===== src/design/lmt_pkg.sv =====
// Types and constants for the LCD mode timing block.
`default_nettype none

package lmt_pkg;

  localparam int unsigned POS_W  = 7;
  localparam int unsigned LINE_W = 8;
  localparam int unsigned CYC_W  = 6;
  localparam int unsigned ADDR_W = 4;
  localparam int unsigned DATA_W = 32;

  typedef enum logic [1:0] {
    MODE_HBLANK = 2'd0,
    MODE_VBLANK = 2'd1,
    MODE_OAM    = 2'd2,
    MODE_XFER   = 2'd3
  } lcd_mode_e;

  // register indexes (word address)
  localparam logic [1:0] REG_LCD_ENABLED      = 2'd0;
  localparam logic [1:0] REG_COMPARE_LINE     = 2'd1;
  localparam logic [1:0] REG_STAT_INT_ENABLES = 2'd2;

  // stat interrupt enable bit positions
  localparam int unsigned IE_HBLANK = 0;
  localparam int unsigned IE_VBLANK = 1;
  localparam int unsigned IE_OAM    = 2;
  localparam int unsigned IE_COINC  = 3;

  typedef struct packed {
    logic        enabled;
    logic [7:0]  compare_line;
    logic [3:0]  int_enables;
  } cfg_t;

  typedef struct packed {
    logic [POS_W-1:0]  pos;
    logic [LINE_W-1:0] line;
    lcd_mode_e         mode;
    logic              coin;
  } state_t;

  typedef struct packed {
    lcd_mode_e         mode;
    logic [LINE_W-1:0] line;
    logic              coin;
    logic              stat_irq;
    logic              vblank_irq;
    logic              frame_done;
    logic              sprite_start;
    logic              render_start;
  } result_t;

endpackage

`default_nettype wire


===== src/design/lmt_cfg_regs.sv =====
// APB-style configuration registers of the LCD mode timing block.
`default_nettype none

module lmt_cfg_regs (
  input  wire logic                       clk_i,
  input  wire logic                       rst_ni,
  input  wire logic                       psel,
  input  wire logic                       penable,
  input  wire logic                       pwrite,
  input  wire logic [lmt_pkg::ADDR_W-1:0] paddr,
  input  wire logic [lmt_pkg::DATA_W-1:0] pwdata,
  output logic      [lmt_pkg::DATA_W-1:0] prdata,
  output logic                            pready,
  output lmt_pkg::cfg_t                   cfg_o
);

  lmt_pkg::cfg_t cfg_q;
  logic [1:0]    idx;
  logic          wr_en;

  assign idx    = paddr[3:2];
  assign wr_en  = psel & penable & pwrite;
  assign pready = 1'b1;
  assign cfg_o  = cfg_q;

  always_ff @(posedge clk_i or negedge rst_ni) begin
    if (!rst_ni) begin
      cfg_q.enabled      <= 1'b1;
      cfg_q.compare_line <= '0;
      cfg_q.int_enables  <= '0;
    end else if (wr_en) begin
      unique case (idx)
        lmt_pkg::REG_LCD_ENABLED:      cfg_q.enabled      <= pwdata[0];
        lmt_pkg::REG_COMPARE_LINE:     cfg_q.compare_line <= pwdata[7:0];
        lmt_pkg::REG_STAT_INT_ENABLES: cfg_q.int_enables  <= pwdata[3:0];
        default: ;
      endcase
    end
  end

  always_comb begin
    unique case (idx)
      lmt_pkg::REG_LCD_ENABLED:      prdata = {31'b0, cfg_q.enabled};
      lmt_pkg::REG_COMPARE_LINE:     prdata = {24'b0, cfg_q.compare_line};
      lmt_pkg::REG_STAT_INT_ENABLES: prdata = {28'b0, cfg_q.int_enables};
      default:                       prdata = '0;
    endcase
  end

endmodule

`default_nettype wire


===== src/design/lmt_step.sv =====
// Next-state and result logic for one cycles word.
`default_nettype none

module lmt_step #(
  parameter int unsigned LINE_CLOCKS      = 114,
  parameter int unsigned FIRST_BLANK_LINE = 144,
  parameter int unsigned LINES_PER_FRAME  = 154,
  parameter int unsigned OAM_CLOCKS       = 20,
  parameter int unsigned TRANSFER_CLOCKS  = 43
) (
  input  wire logic [lmt_pkg::CYC_W-1:0] cycles_i,
  input  lmt_pkg::state_t                st_i,
  input  lmt_pkg::cfg_t                  cfg_i,
  output lmt_pkg::state_t                st_o,
  output lmt_pkg::result_t               res_o
);

  logic [7:0]                 pos_sum;
  logic                       wrap;
  logic [lmt_pkg::POS_W-1:0]  pos_next;
  logic [8:0]                 line_inc;
  logic [lmt_pkg::LINE_W-1:0] line_next;
  lmt_pkg::lcd_mode_e         mode;
  logic                       line_chg;
  logic                       coin_next;
  logic                       stat, vbl, frame, sprite, render;

  assign pos_sum  = {1'b0, st_i.pos} + {2'b00, cycles_i};
  assign wrap     = pos_sum >= 8'(LINE_CLOCKS);
  assign pos_next = wrap ? 7'(pos_sum - 8'(LINE_CLOCKS)) : pos_sum[6:0];
  assign line_inc = {1'b0, st_i.line} + 9'd1;

  always_comb begin
    if (!wrap)                                line_next = st_i.line;
    else if (line_inc >= 9'(LINES_PER_FRAME)) line_next = '0;
    else                                      line_next = line_inc[7:0];
  end

  always_comb begin
    if (!cfg_i.enabled)                         mode = lmt_pkg::MODE_HBLANK;
    else if (line_next >= 8'(FIRST_BLANK_LINE)) mode = lmt_pkg::MODE_VBLANK;
    else if (pos_next < 7'(OAM_CLOCKS))         mode = lmt_pkg::MODE_OAM;
    else if (pos_next < 7'(OAM_CLOCKS + TRANSFER_CLOCKS))
                                                mode = lmt_pkg::MODE_XFER;
    else                                        mode = lmt_pkg::MODE_HBLANK;
  end

  assign line_chg  = line_next != st_i.line;
  assign coin_next = line_chg ? (line_next == cfg_i.compare_line) : st_i.coin;

  // pulses keyed on the mode being left, plus the coincidence stat on a line change
  always_comb begin
    stat   = line_chg & coin_next & cfg_i.int_enables[lmt_pkg::IE_COINC];
    vbl    = 1'b0;
    frame  = 1'b0;
    sprite = 1'b0;
    render = 1'b0;
    if (mode != st_i.mode) begin
      case (st_i.mode)
        lmt_pkg::MODE_HBLANK: begin
          if (mode == lmt_pkg::MODE_VBLANK) begin
            frame = 1'b1;
            vbl   = 1'b1;
            stat  = stat | cfg_i.int_enables[lmt_pkg::IE_VBLANK];
          end else if (mode == lmt_pkg::MODE_OAM) begin
            sprite = 1'b1;
            stat   = stat | cfg_i.int_enables[lmt_pkg::IE_OAM];
          end
        end
        lmt_pkg::MODE_VBLANK: begin
          sprite = 1'b1;
          stat   = stat | cfg_i.int_enables[lmt_pkg::IE_OAM];
        end
        lmt_pkg::MODE_OAM: begin
          render = 1'b1;
        end
        lmt_pkg::MODE_XFER: begin
          stat = stat | (cfg_i.enabled & cfg_i.int_enables[lmt_pkg::IE_HBLANK]);
        end
      endcase
    end
  end

  assign st_o.pos  = pos_next;
  assign st_o.line = line_next;
  assign st_o.mode = mode;
  assign st_o.coin = coin_next;

  assign res_o.mode         = mode;
  assign res_o.line         = line_next;
  assign res_o.coin         = coin_next;
  assign res_o.stat_irq     = stat;
  assign res_o.vblank_irq   = vbl;
  assign res_o.frame_done   = frame;
  assign res_o.sprite_start = sprite;
  assign res_o.render_start = render;

endmodule

`default_nettype wire


===== src/design/lcd_mode_timing_core.sv =====
// Top level of the LCD mode timing block: word pipeline, state and registers.
//
// Usage:
//  - Input channel (in_valid_i / in_ready_o, cycles_i): one word per batch of
//    machine cycles elapsed since the previous word, below one line length.
//  - Output channel (out_valid_o / out_ready_i): exactly one result word per
//    input word, in order: LCD mode, line number, coincidence flag and the
//    interrupt / task request pulses caused by that step.
//  - Config port: APB-style, registers at byte 0 (enable), 4 (compare line),
//    8 (stat interrupt enables); pready is tied high. Write only while idle.
//  - A word accepted lands in the input register; its result is loaded into the
//    output register once that register is free or being drained, and is then
//    offered on the output channel.
//  - Throughput: one word per clock while out_ready_i is high. The timing state
//    (position, line, last reported mode, coincidence) is updated by a single
//    add/compare pass between the input register and the output register.
//  - Stall: while a result waits, the input register still takes one word;
//    both stages then hold and in_ready_o drops until out_ready_i returns.
//  - Reset: position and line clear, reported mode is vblank, coincidence set,
//    display enabled, compare line and interrupt enables zero, no word held.
`default_nettype none

module lcd_mode_timing_core #(
  parameter int unsigned LINE_CLOCKS      = 114,
  parameter int unsigned FIRST_BLANK_LINE = 144,
  parameter int unsigned LINES_PER_FRAME  = 154,
  parameter int unsigned OAM_CLOCKS       = 20,
  parameter int unsigned TRANSFER_CLOCKS  = 43
) (
  input  wire logic                       clk_i,
  input  wire logic                       rst_ni,
  // input channel
  input  wire logic                       in_valid_i,
  output logic                            in_ready_o,
  input  wire logic [lmt_pkg::CYC_W-1:0]  cycles_i,
  // output channel
  output logic                            out_valid_o,
  input  wire logic                       out_ready_i,
  output logic [1:0]                      lcd_mode_o,
  output logic [lmt_pkg::LINE_W-1:0]      line_index_o,
  output logic                            coincidence_o,
  output logic                            stat_irq_o,
  output logic                            vblank_irq_o,
  output logic                            frame_done_o,
  output logic                            sprite_search_start_o,
  output logic                            line_render_start_o,
  // config port
  input  wire logic                       psel,
  input  wire logic                       penable,
  input  wire logic                       pwrite,
  input  wire logic [lmt_pkg::ADDR_W-1:0] paddr,
  input  wire logic [lmt_pkg::DATA_W-1:0] pwdata,
  output logic      [lmt_pkg::DATA_W-1:0] prdata,
  output logic                            pready
);

  lmt_pkg::cfg_t    cfg;
  lmt_pkg::state_t  st_q, st_d;
  lmt_pkg::result_t res_d, res_q;

  logic                      in_vld_q;
  logic [lmt_pkg::CYC_W-1:0] cycles_q;
  logic                      out_vld_q;
  logic                      advance;

  lmt_cfg_regs u_cfg (
    .clk_i   (clk_i),
    .rst_ni  (rst_ni),
    .psel    (psel),
    .penable (penable),
    .pwrite  (pwrite),
    .paddr   (paddr),
    .pwdata  (pwdata),
    .prdata  (prdata),
    .pready  (pready),
    .cfg_o   (cfg)
  );

  lmt_step #(
    .LINE_CLOCKS      (LINE_CLOCKS),
    .FIRST_BLANK_LINE (FIRST_BLANK_LINE),
    .LINES_PER_FRAME  (LINES_PER_FRAME),
    .OAM_CLOCKS       (OAM_CLOCKS),
    .TRANSFER_CLOCKS  (TRANSFER_CLOCKS)
  ) u_step (
    .cycles_i (cycles_q),
    .st_i     (st_q),
    .cfg_i    (cfg),
    .st_o     (st_d),
    .res_o    (res_d)
  );

  // input word moves on when the output register is free or being drained
  assign advance    = in_vld_q & (~out_vld_q | out_ready_i);
  assign in_ready_o = ~in_vld_q | advance;

  always_ff @(posedge clk_i or negedge rst_ni) begin
    if (!rst_ni) begin
      in_vld_q <= 1'b0;
    end else if (in_ready_o) begin
      in_vld_q <= in_valid_i;
    end
  end

  always_ff @(posedge clk_i) begin
    if (in_ready_o && in_valid_i) begin
      cycles_q <= cycles_i;
    end
  end

  // timing state commits once per word
  always_ff @(posedge clk_i or negedge rst_ni) begin
    if (!rst_ni) begin
      st_q.pos  <= '0;
      st_q.line <= '0;
      st_q.mode <= lmt_pkg::MODE_VBLANK;
      st_q.coin <= 1'b1;
    end else if (advance) begin
      st_q <= st_d;
    end
  end

  always_ff @(posedge clk_i or negedge rst_ni) begin
    if (!rst_ni) begin
      out_vld_q <= 1'b0;
    end else if (advance) begin
      out_vld_q <= 1'b1;
    end else if (out_ready_i) begin
      out_vld_q <= 1'b0;
    end
  end

  always_ff @(posedge clk_i) begin
    if (advance) begin
      res_q <= res_d;
    end
  end

  assign out_valid_o           = out_vld_q;
  assign lcd_mode_o            = res_q.mode;
  assign line_index_o          = res_q.line;
  assign coincidence_o         = res_q.coin;
  assign stat_irq_o            = res_q.stat_irq;
  assign vblank_irq_o          = res_q.vblank_irq;
  assign frame_done_o          = res_q.frame_done;
  assign sprite_search_start_o = res_q.sprite_start;
  assign line_render_start_o   = res_q.render_start;

endmodule

`default_nettype wire


===== config.mk =====
export PLATFORM = sky130hd
export DESIGN_NAME = lcd_mode_timing_core
export DESIGN_NICKNAME = d
export VERILOG_FILES = /design/src/design/lmt_pkg.sv /design/src/design/lmt_cfg_regs.sv /design/src/design/lmt_step.sv /design/src/design/lcd_mode_timing_core.sv
export SDC_FILE = /design/constraint.sdc
export NUM_CORES = 1
export LEC_CHECK = 0
export ABC_AREA = 1
export BUFFER_PORTS_ARGS = -buffer_cell sky130_fd_sc_hd__buf_2
export CAP_MARGIN = 20
export CORE_MARGIN = 5
export CORE_UTILIZATION = 45
export DETAILED_ROUTE_END_ITERATION = 10
export GPL_ROUTABILITY_DRIVEN = 0
export GPL_TIMING_DRIVEN = 0
export PLACE_DENSITY_LB_ADDON = 0.1
export SYNTH_ARGS = -nofsm -noshare
export SYNTH_HDL_FRONTEND = slang
export SYNTH_SLANG_ARGS = --single-unit
export TNS_END_PERCENT = 10

===== constraint.sdc =====
create_clock -name clk_i -period 6.2 [get_ports clk_i]
set_input_delay 0.31 -clock clk_i [delete_from_list [all_inputs] [get_ports clk_i]]
set_output_delay 0.31 -clock clk_i [all_outputs]
set_load 0.01 [all_outputs]

==> qor.txt, run 1 <==
Yosys cell types: 34
global routing usage on met1: 0.213
Final Cycle Share: 0.544
met3 usage: 0.0321
power per cell area: 490 nW/µm²
Pleak: 2.21 nW
sequential fraction of the synthesis area: 0.419
share of post-route cells with drive strength above 1: 0.195
Worst setup EP type: flop
Max-cap violations: 0
most used cell, CP: nand2_1
post-synthesis xor/xnor area fraction: 0.00755
Hold Crit Class: in2async
initial antenna violation count: 0
Worst Max-Slew Pin Slew: 0.777 ns
crit path time final: 3.37 ns
Final HPWL DP: 6170 µm
vias per inst: 4.76
combinational family with the most area after synthesis: simple AND/OR/NAND/NOR gates
WL/cell: 12.3 µm
Setup TNS Final: 0 ns
Synth Area in Simple Gates: 0.326
met2 global-route usage: 0.291
CP top delay family: simple AND/OR/NAND/NOR gates
Crit path required time: 6.27 ns
RSZ-0062 raised after global routing: no
# H-tree levels: 2
Final setup violation count: 0
Residual DRC: 0
IO Pins: 100
first-pass detailed-route iteration total: 5
PnR worst setup slack: 2.83 ns
status: complete, no violations
pin count of the biggest net entering global routing: 34
WS Path Type: reg2reg
first-pass GRT wire length: 13,300 µm
Final Hold Slack: 0.0786 ns
worst vdd ir: 0.226 mV
Starting Density: 0.455
critical path arrival: 3.44 ns
Buffers & Inverters on Critical Path: 2
Max Freq: 0.296 GHz
standard-cell row count: 32
Clock Sinks: 54
busiest grt layer: met2
max-slew violation count: 0
Worst-path clk slew: 0.10 ns
ant diodes: 0
Fillers: 775
Final Hold Viols: 0
Worst Setup Start Kind: flop
CORE AREA: 7650 µm²
Vert. Die Dim: 98.0 µm
Root Driver: clkbuf_8
gr ovfl total: 0
Post-CTS Setup Inserts: 0
1st-iter DRT viols: 179
critical path's slowest cell: fa_1
EDFF count, synth: 21
post-cts resize count: 0
area growth from synthesis to layout: 16.5%
Final #Nets: 606
total CTS buffers: 5
Ys Warns: 0
Mapped Area: 3480 µm²
CP max FO: 4
die area: 9600 µm²
clk_lat worst skew: 0.31 ns
total wire length: 8020 µm
max incr delay on CP: 0.41 ns
CTS tree: yes
Place WS: 2.88 ns
Total GRT Usage: 0.167
Levels on crit path: 23
vias post-DR: 3,097
number of global-route vias before repair: 2,890
post-route antenna net violation count: 0
maximum buffer depth of the clock tree: 2
Compound-Gate Fraction of Synth Area: 0.0668
post-synthesis mux area share: 0
hold_buf cts: 0
asr flop ratio synth: 0.611
Slew headroom: 0.482
die width: 98.0 µm
I/O Buffers: 48
Most used DFF post-synth: dfrtp_1
Critical Path, Cell by Cell: ha_1 > fa_1 > nand2_1 > inv_1 > nor2_1 > inv_1 > ha_1 > nand3_1 > nand2_1 > nand2_1 > nand2_1 > nand2_1 > nand2_1 > nor2_1 > nand2_1 > nor2_1 > nor2_1 > nand2_1 > nand2_2 > nand2_1 > nand3_2 > nand3_1 > nand2_1
Yosys reg bits: 54
Final Cell Area: 4060 µm²
Post-Syn Instances: 468
adder and majority gate portion of the synthesized area: 0.0381
syn avg cell area: 7.44 µm²
R2R depth: 23
dpl cell area: 3950 µm²
clock skew: 0.00905 ns
==> synthesized netlist by cell type, types with 6 or more instances <==
library cell  number  area [µm²]
nor2_1            31         116
nand2_2            6        37.5
buf_4             27         203
inv_1             64         240
dfrtp_1           30         751
a21oi_1           10        50.1
nand2_1          140         526
o21ai_0           27         135
nand3_1           52         260
nand4_1            8        50.1
edfxtp_1          21         631
ha_1               9         113
==> power by group <==
group          switching, mW  total [mW]  internal (mW)
Clock                  0.114       0.235          0.121
Sequential            0.0858       0.605          0.519
Combinational          0.749        1.15          0.399
==> per-layer routing <==
metal / vias up / part of all wire
li1: 1601 / -
met1: 1404 / 0.45
met2: 83 / 0.48
met3: 9 / 0.055
met4: 0 / 0.013
met5: - / 0
==> registers in the layout, summed over array words and instances, names as in the netlist, 2 cells and up <==
name,flops
cycles_q,6
u_cfg.cfg_o,13
st_q,18
lcd_mode_o,2
line_index_o,8
==> metrics by stage <==
step	power, mW	utilization	instances
after global placement	1.73	0.515	641
after floorplan	1.47	-	491
after CTS	1.99	0.531	650
final	1.99	0.531	650
after global routing	2.18	0.531	650
after detailed placement	1.75	0.517	642
==> cell type report <==
type | instances | area, µm² | area share
flip-flops and latches | 54 | 1460 | 0.360
plain buffers | 34 | 238 | 0.0586
inverters | 67 | 251 | 0.0620
clock buffers | 7 | 76.3 | 0.0188
multi-input cells | 336 | 1620 | 0.399
repair buffers | 49 | 255 | 0.0629
clock inverters | 1 | 30.0 | 0.00740
well taps | 102 | 128 | 0.0315
==> cell families (layout without fill, tap and decap cells) <==
| family | count (synthesis) | after routing |
|---|---|---|
| AOI/OAI and AO/OA | 44 | 44 |
| adders and majority gates | 10 | 10 |
| and+or+nand+nor | 254 | 254 |
| buffers and inverters | 101 | 158 |
| DFF | 54 | 54 |
| other | 2 | 25 |
| xor gates and xnor gates | 3 | 3 |
==> cells in the final DEF, fill, tap and decap left out, types with 2 or more instances in the layout <==
cell type  instances
nand2_1          140
inv_1             64
nand3_1           52
buf_2             49
nor2_1            31
dfrtp_1           30
o21ai_0           27
buf_4             27
conb_1            25
edfxtp_1          21
a21oi_1           10
ha_1               9
nand4_1            8
clkbuf_1           7
nand2_2            6
nand3_2            5
clkbuf_8           5
a31oi_1            4
nor2_2             3
nand3b_1           3
xor2_1             3
dfstp_2            3
inv_2              2
==> worst paths after layout <==
check                            start           to  slack (ns)
max                           st_q[11]   stat_irq_o        2.83
min                             rst_ni      st_q[5]        0.08
max reg2reg                   st_q[11]   stat_irq_o        2.83
min reg2reg                   st_q[11]     st_q[11]        0.50
max in group asynchronous       rst_ni      st_q[3]        5.64
min in group clk_i         cycles_i[1]  cycles_q[1]        0.17
(Power assumes the default switching activity.)
==> run 2, diff against run 1 <==
==> constraint.sdc (replaced) <==
create_clock -name clk_i -period 3.3 [get_ports clk_i]
set_input_delay 0.165 -clock clk_i [delete_from_list [all_inputs] [get_ports clk_i]]
set_output_delay 0.165 -clock clk_i [all_outputs]
set_load 0.01 [all_outputs]
==> qor.txt, run 2 (synthesized netlist as in run 1, its figures left out) <==
Total GRT Usage: 0.167 (unchanged)
die area: 9600 µm² (unchanged)
1st-iter DRT viols: 175 (was 179)
R2R Setup Slk: 0.15 ns (was 2.83 ns)
Final setup violation count: 0 (unchanged)
area growth from synthesis to layout: 22.2% (was 16.5%)
Final Hold Viols: 0 (unchanged)
Net Sw Power: 1.99 mW (was 0.948 mW)
clk_lat worst skew: 0.31 ns (about the same)
Place WS: -0.0194 ns (was 2.88 ns)
Flop pwr share: 0.276 (was 0.304)
Final HPWL DP: 6170 µm (unchanged)
total wire length: 8330 µm (was 8020 µm)
Worst setup EP type: flop (unchanged)
Max Freq: 0.318 GHz (was 0.296 GHz)
Clock Sinks: 54 (unchanged)
total power: 4.13 mW (was 1.99 mW)
Crit path required time: 3.37 ns (was 6.27 ns)
IO Pins: 100 (unchanged)
Internal Pwr Total: 2.14 mW (was 1.04 mW)
RR Endpoint: stat_irq_o (unchanged)
Worst Max-Slew Pin Slew: 0.780 ns (was 0.777 ns)
RSZ-0062 raised after global routing: yes (was no)
maximum buffer depth of the clock tree: 2 (unchanged)
Worst Setup Start Kind: flop (unchanged)
Worst-path clk slew: 0.09 ns (was 0.10 ns)
total CTS buffers: 5 (unchanged)
Pleak: 2.26 nW (was 2.21 nW)
Final Cell Area: 4260 µm² (was 4060 µm²)
most frequent cells in the layout: 126 x nand2_1, 64 x inv_1, 49 x buf_2 (was 140 x nand2_1, 64 x inv_1, 52 x nand3_1)
worst vdd ir: 0.430 mV (was 0.226 mV)
power per cell area: 971 nW/µm² (was 490 nW/µm²)
post-route antenna net violation count: 0 (unchanged)
I/O Buffers: 48 (unchanged)
final cell count without fillers: 659 (was 650)
HP Start: cycles_i[1]
max FFs per register: 18 (unchanged)
Setup crit start: cycles_q[0] (was st_q[11])
CORE AREA: 7650 µm² (unchanged)
switching share of total power: 0.481 (was 0.477)
WS Path Type: reg2reg (unchanged)
Crit Reg-Reg Startpoint: cycles_q[0] (was st_q[11])
max-slew violation count: 0 (unchanged)
Reg with most FFs: st_q (unchanged)
# H-tree levels: 2 (unchanged)
ant diodes: 0 (unchanged)
first-pass GRT wire length: 13,300 µm (unchanged)
PnR worst setup slack: 0.152 ns (was 2.83 ns)
initial antenna violation count: 0 (unchanged)
CTS tree: yes (unchanged)
Vert. Die Dim: 98.0 µm (unchanged)
standard-cell row count: 32 (unchanged)
hold endpoint: cycles_q[1]
Hold Crit Class: in2reg (was in2async)
number of global-route vias before repair: 2,891 (was 2,890)
placed cells: 642 (unchanged)
dpl cell area: 3950 µm² (unchanged)
share of post-route cells with drive strength above 1: 0.251 (was 0.195)
crit path time final: 3.15 ns (was 3.37 ns)
CP max FO: 10 (was 4)
die width: 98.0 µm (unchanged)
gr ovfl total: 0 (unchanged)
Max-cap violations: 0 (unchanged)
first-pass detailed-route iteration total: 4 (was 5)
R2R depth: 23 (unchanged)
commonest non-fill, non-tap cell in the layout: nand2_1 (unchanged)
vias post-DR: 3,142 (was 3,097)
worst hold stages: 1
critical path arrival: 3.22 ns (was 3.44 ns)
Root Driver: clkbuf_8 (unchanged)
Final #Nets: 615 (was 606)
Residual DRC: 0 (unchanged)
Clk network pwr share: 0.106 (was 0.118)
Slew headroom: 0.480 (was 0.482)
clock skew: 0.00894 ns (was 0.00905 ns)
WL/cell: 12.6 µm (was 12.3 µm)
status: complete, no violations (unchanged)
vias per inst: 4.77 (was 4.76)
Logic pwr share: 0.618 (was 0.578)
pin count of the biggest net entering global routing: 34 (unchanged)
Starting Density: 0.455 (unchanged)
Final Cycle Share: 0.954 (was 0.544)
Fillers: 776 (was 775)
run 2: changes by cell type in the layout (fill, tap and decap cells not counted), sizes merged:
| cell | previous run | this run |
|---|---|---|
| dlygate4sd3 | 0 | 1 |
| nand3 | 58 | 59 |
| buf | 78 | 85 |
run 2: critical path, cell delays in order (launching register included):
cell	delay, ns
edfxtp_1	0.39
ha_2	0.21
fa_2	0.40
nand2_2	0.09
nand3_2	0.09
nand2_1	0.07
nand2_1	0.06
nand2_2	0.12
nand2_2	0.07
inv_4	0.08
nand3_4	0.14
buf_6	0.19
nand3_1	0.09
nand2_1	0.09
nor2_2	0.16
nor2_4	0.06
nor2_1	0.11
nand2_2	0.09
nand2_2	0.09
nand2_2	0.05
nand3_2	0.09
nand2_1	0.06
nand2_1	0.05
nand2_1	0.05
run 2: metrics by stage:
| step | utilization | hold WS [ns] | setup TNS [ns] |
|---|---|---|---|
| 6_report | 0.556 | 0.0270 | 0 |
| 3_3_place_gp | 0.515 | 0.295 | 0 |
| 4_1_cts | 0.534 | 0.0202 | 0 |
| 5_1_grt | 0.556 | 0.00931 | -0.0364 |
| 2_1_floorplan | - | -0.131 | 0 |
| 3_5_place_dp | 0.517 | 0.295 | -0.0194 |
run 2: power groups by stage:
stage	Clock [mW]	Sequential (mW)	Combinational, mW
finish	0.439	1.14	2.55
CTS	0.451	1.14	2.20
floorplan	0	1.15	1.61
global placement	0	1.15	2.10
global route	0.483	1.17	2.84
detailed placement	0	1.15	2.14
run 2: what timing repair did:
action / CTS / global route
pin swaps: 0 / 14
setup endpoints to repair: 2 / 2
cloned: 0 / 1
endpoints found under the hold margin: 30 / 0
buffers inserted: 0 / 7
gates resized for setup: 3 / 32
hold buffers: 1 / 0
run 2: how the worst max path moves through the flow:
stage                            end  slack (ns)  depth (start not counted)
after floorplan           stat_irq_o        0.43                         23
after global placement    stat_irq_o        0.01                         22
after detailed placement  stat_irq_o       -0.02                         23
after CTS                 stat_irq_o       0.008                         22
after global routing      stat_irq_o       -0.04                         24
final                     stat_irq_o        0.15                         23
run 2: area by class of cell:
type,instances,area (µm²),area share
multi-input cells,337,1740,0.409
clock buffers,7,76.3,0.0179
inverters,67,254,0.0597
well taps,102,128,0.0300
plain buffers,34,245,0.0576
clock inverters,1,30.0,0.00706
flip-flops and latches,54,1460,0.343
repair buffers,57,322,0.0756
run 2: layer usage:
| layer | share of wire | vias up | global-route usage |
|---|---|---|---|
| met5 | 0 | - | 0 |
| met3 | 0.057 | 7 | 0.0321 |
| met4 | 0.011 | 0 | 0.0447 |
| met1 | 0.44 | 1441 | 0.213 |
| met2 | 0.49 | 70 | 0.291 |
| li1 | - | 1624 | - |
==> run 3, diff against run 2 <==
--- a/config.mk
+++ b/config.mk
@@ -8,6 +8,7 @@
 export ABC_AREA = 1
 export BUFFER_PORTS_ARGS = -buffer_cell sky130_fd_sc_hd__buf_2
 export CAP_MARGIN = 20
+export CORE_ASPECT_RATIO = 1.4
 export CORE_MARGIN = 5
 export CORE_UTILIZATION = 45
 export DETAILED_ROUTE_END_ITERATION = 10
==> qor.txt, run 3 (synthesized netlist as in run 1, its figures left out) <==
ant diodes: 0 (unchanged)
HP Start: cycles_i[1] (unchanged)
most frequent cells in the layout: 133 x nand2_1, 64 x inv_1, 52 x nand3_1 (was 126 x nand2_1, 64 x inv_1, 49 x buf_2)
first-pass detailed-route iteration total: 5 (was 4)
Pleak: 2.23 nW (was 2.26 nW)
CTS tree: yes (unchanged)
R2R Setup Slk: 0.25 ns (was 0.15 ns)
Vert. Die Dim: 114 µm (was 98.0 µm)
share of post-route cells with drive strength above 1: 0.229 (was 0.251)
Slew headroom: 0.512 (was 0.480)
vias per inst: 4.81 (was 4.77)
initial antenna violation count: 0 (unchanged)
placed cells: 640 (was 642)
Clock Sinks: 54 (unchanged)
power per cell area: 935 nW/µm² (was 971 nW/µm²)
number of global-route vias before repair: 3,012 (was 2,891)
worst hold stages: 1 (unchanged)
max-slew violation count: 0 (unchanged)
CORE AREA: 7650 µm² (about the same)
maximum buffer depth of the clock tree: 2 (unchanged)
total CTS buffers: 5 (unchanged)
Setup TNS Final: 0 ns (unchanged)
commonest non-fill, non-tap cell in the layout: nand2_1 (unchanged)
CP max FO: 8 (was 10)
RR Endpoint: stat_irq_o (unchanged)
clock skew: 0.0109 ns (was 0.00894 ns)
clk_lat worst skew: 0.31 ns (about the same)
first-pass GRT wire length: 13,500 µm (was 13,300 µm)
WS Path Type: reg2reg (unchanged)
gr ovfl total: 0 (unchanged)
total wire length: 8210 µm (was 8330 µm)
Hold Crit Class: in2reg (unchanged)
Starting Density: 0.455 (about the same)
post-route antenna net violation count: 0 (unchanged)
Reg with most FFs: st_q (unchanged)
Total GRT Usage: 0.174 (was 0.167)
die width: 84.3 µm (was 98.0 µm)
Root Driver: clkbuf_8 (unchanged)
total power: 3.89 mW (was 4.13 mW)
Final Cycle Share: 0.924 (was 0.954)
hold endpoint: cycles_q[1] (unchanged)
1st-iter DRT viols: 132 (was 175)
# H-tree levels: 2 (unchanged)
Worst Max-Slew Pin Slew: 0.733 ns (was 0.780 ns)
Residual DRC: 0 (unchanged)
die area: 9620 µm² (was 9600 µm²)
max FFs per register: 18 (unchanged)
standard-cell row count: 38 (was 32)
critical path arrival: 3.13 ns (was 3.22 ns)
Final setup violation count: 0 (unchanged)
Final HPWL DP: 6470 µm (was 6170 µm)
status: complete, no violations (unchanged)
area growth from synthesis to layout: 19.4% (was 22.2%)
WL/cell: 12.5 µm (was 12.6 µm)
R2R depth: 22 (was 23)
worst vdd ir: 0.384 mV (was 0.430 mV)
Worst Setup Start Kind: flop (unchanged)
final cell count without fillers: 655 (was 659)
Max Freq: 0.328 GHz (was 0.318 GHz)
Crit Reg-Reg Startpoint: st_q[11] (was cycles_q[0])
I/O Buffers: 48 (unchanged)
Max-cap violations: 0 (unchanged)
IO Pins: 100 (unchanged)
Crit path required time: 3.38 ns (was 3.37 ns)
Final #Nets: 613 (was 615)
crit path time final: 3.05 ns (was 3.15 ns)
Final Hold Viols: 0 (unchanged)
Worst setup EP type: flop (unchanged)
Worst-path clk slew: 0.10 ns (was 0.09 ns)
vias post-DR: 3,151 (was 3,142)
pin count of the biggest net entering global routing: 34 (unchanged)
[run 3: changes by cell type in the layout (fill, tap and decap cells not counted), sizes merged]
| cell | before | now |
|---|---|---|
| bufinv | 1 | 0 |
| clkinvlp | 0 | 1 |
| buf | 85 | 83 |
[run 3: metal layers]
metal	share of wire	track usage
met1	0.41	0.197
met2	0.51	0.308
met3	0.038	0.0281
met4	0.040	0.102
met5	0	0
[run 3: through the flow]
stage | cell area (µm²) | util | hold slack (ns) | setup WS (ns)
floorplan | 3570 | - | -0.131 | 0.426
global placement | 3930 | 0.514 | 0.281 | 0.0276
detailed placement | 3950 | 0.516 | 0.283 | -0.0291
CTS | 4050 | 0.529 | 0.0110 | 0.0413
global route | 4160 | 0.543 | 0.00305 | -0.0202
finish | 4160 | 0.543 | 0.0279 | 0.251
[run 3: worst max-delay path by stage]
stage,start,end,slack [ns],cells after the start
after detailed placement,st_q[11],stat_irq_o,-0.03,22
after global routing,st_q[11],stat_irq_o,-0.02,24
after CTS,st_q[11],stat_irq_o,0.04,22
after floorplan,st_q[11],stat_irq_o,0.43,23
after global placement,st_q[11],stat_irq_o,0.03,22
final,st_q[11],stat_irq_o,0.25,22
[run 3: worst max-delay path, stage by stage, from the launching register on]
cell	delay (ns)
dfrtp_1	0.39
ha_2	0.20
fa_2	0.36
nand2_2	0.09
nand3_2	0.08
nand2_1	0.07
nand2_1	0.06
nand2_2	0.10
nand2_1	0.08
inv_2	0.08
nand3_4	0.13
nand2_8	0.13
nand2_1	0.09
nand2_2	0.14
nand3_2	0.14
a21oi_4	0.19
nand2_1	0.10
nand2_1	0.07
nand2_1	0.06
nand3_2	0.09
nand2_1	0.05
nand2_1	0.05
nand2_1	0.05
[run 3: power breakdown]
part	internal (mW)	total (mW)	switching (mW)
Clock	0.150	0.357	0.207
Combinational	0.862	2.39	1.53
Sequential	0.975	1.14	0.165
[run 3: layout make-up]
| cell class | instances | area (µm²) |
|---|---|---|
| sequential | 54 | 1460 |
| timing repair buffer | 55 | 303 |
| tap | 100 | 125 |
| inverter | 67 | 251 |
| buffer | 34 | 245 |
| multi-input combinational | 337 | 1690 |
| clock buffer | 7 | 76.3 |
| fill | 770 | 3500 |
| clock inverter | 1 | 7.51 |
[run 3: what timing repair did]
item                                    CTS  global route
endpoints found under the setup margin    1             2
endpoints found under the hold margin    30             0
cloned                                    0             1
pin swaps                                 0             5
buffers inserted                          0             5
hold buffers                              1             0
gates resized for setup                   2            18
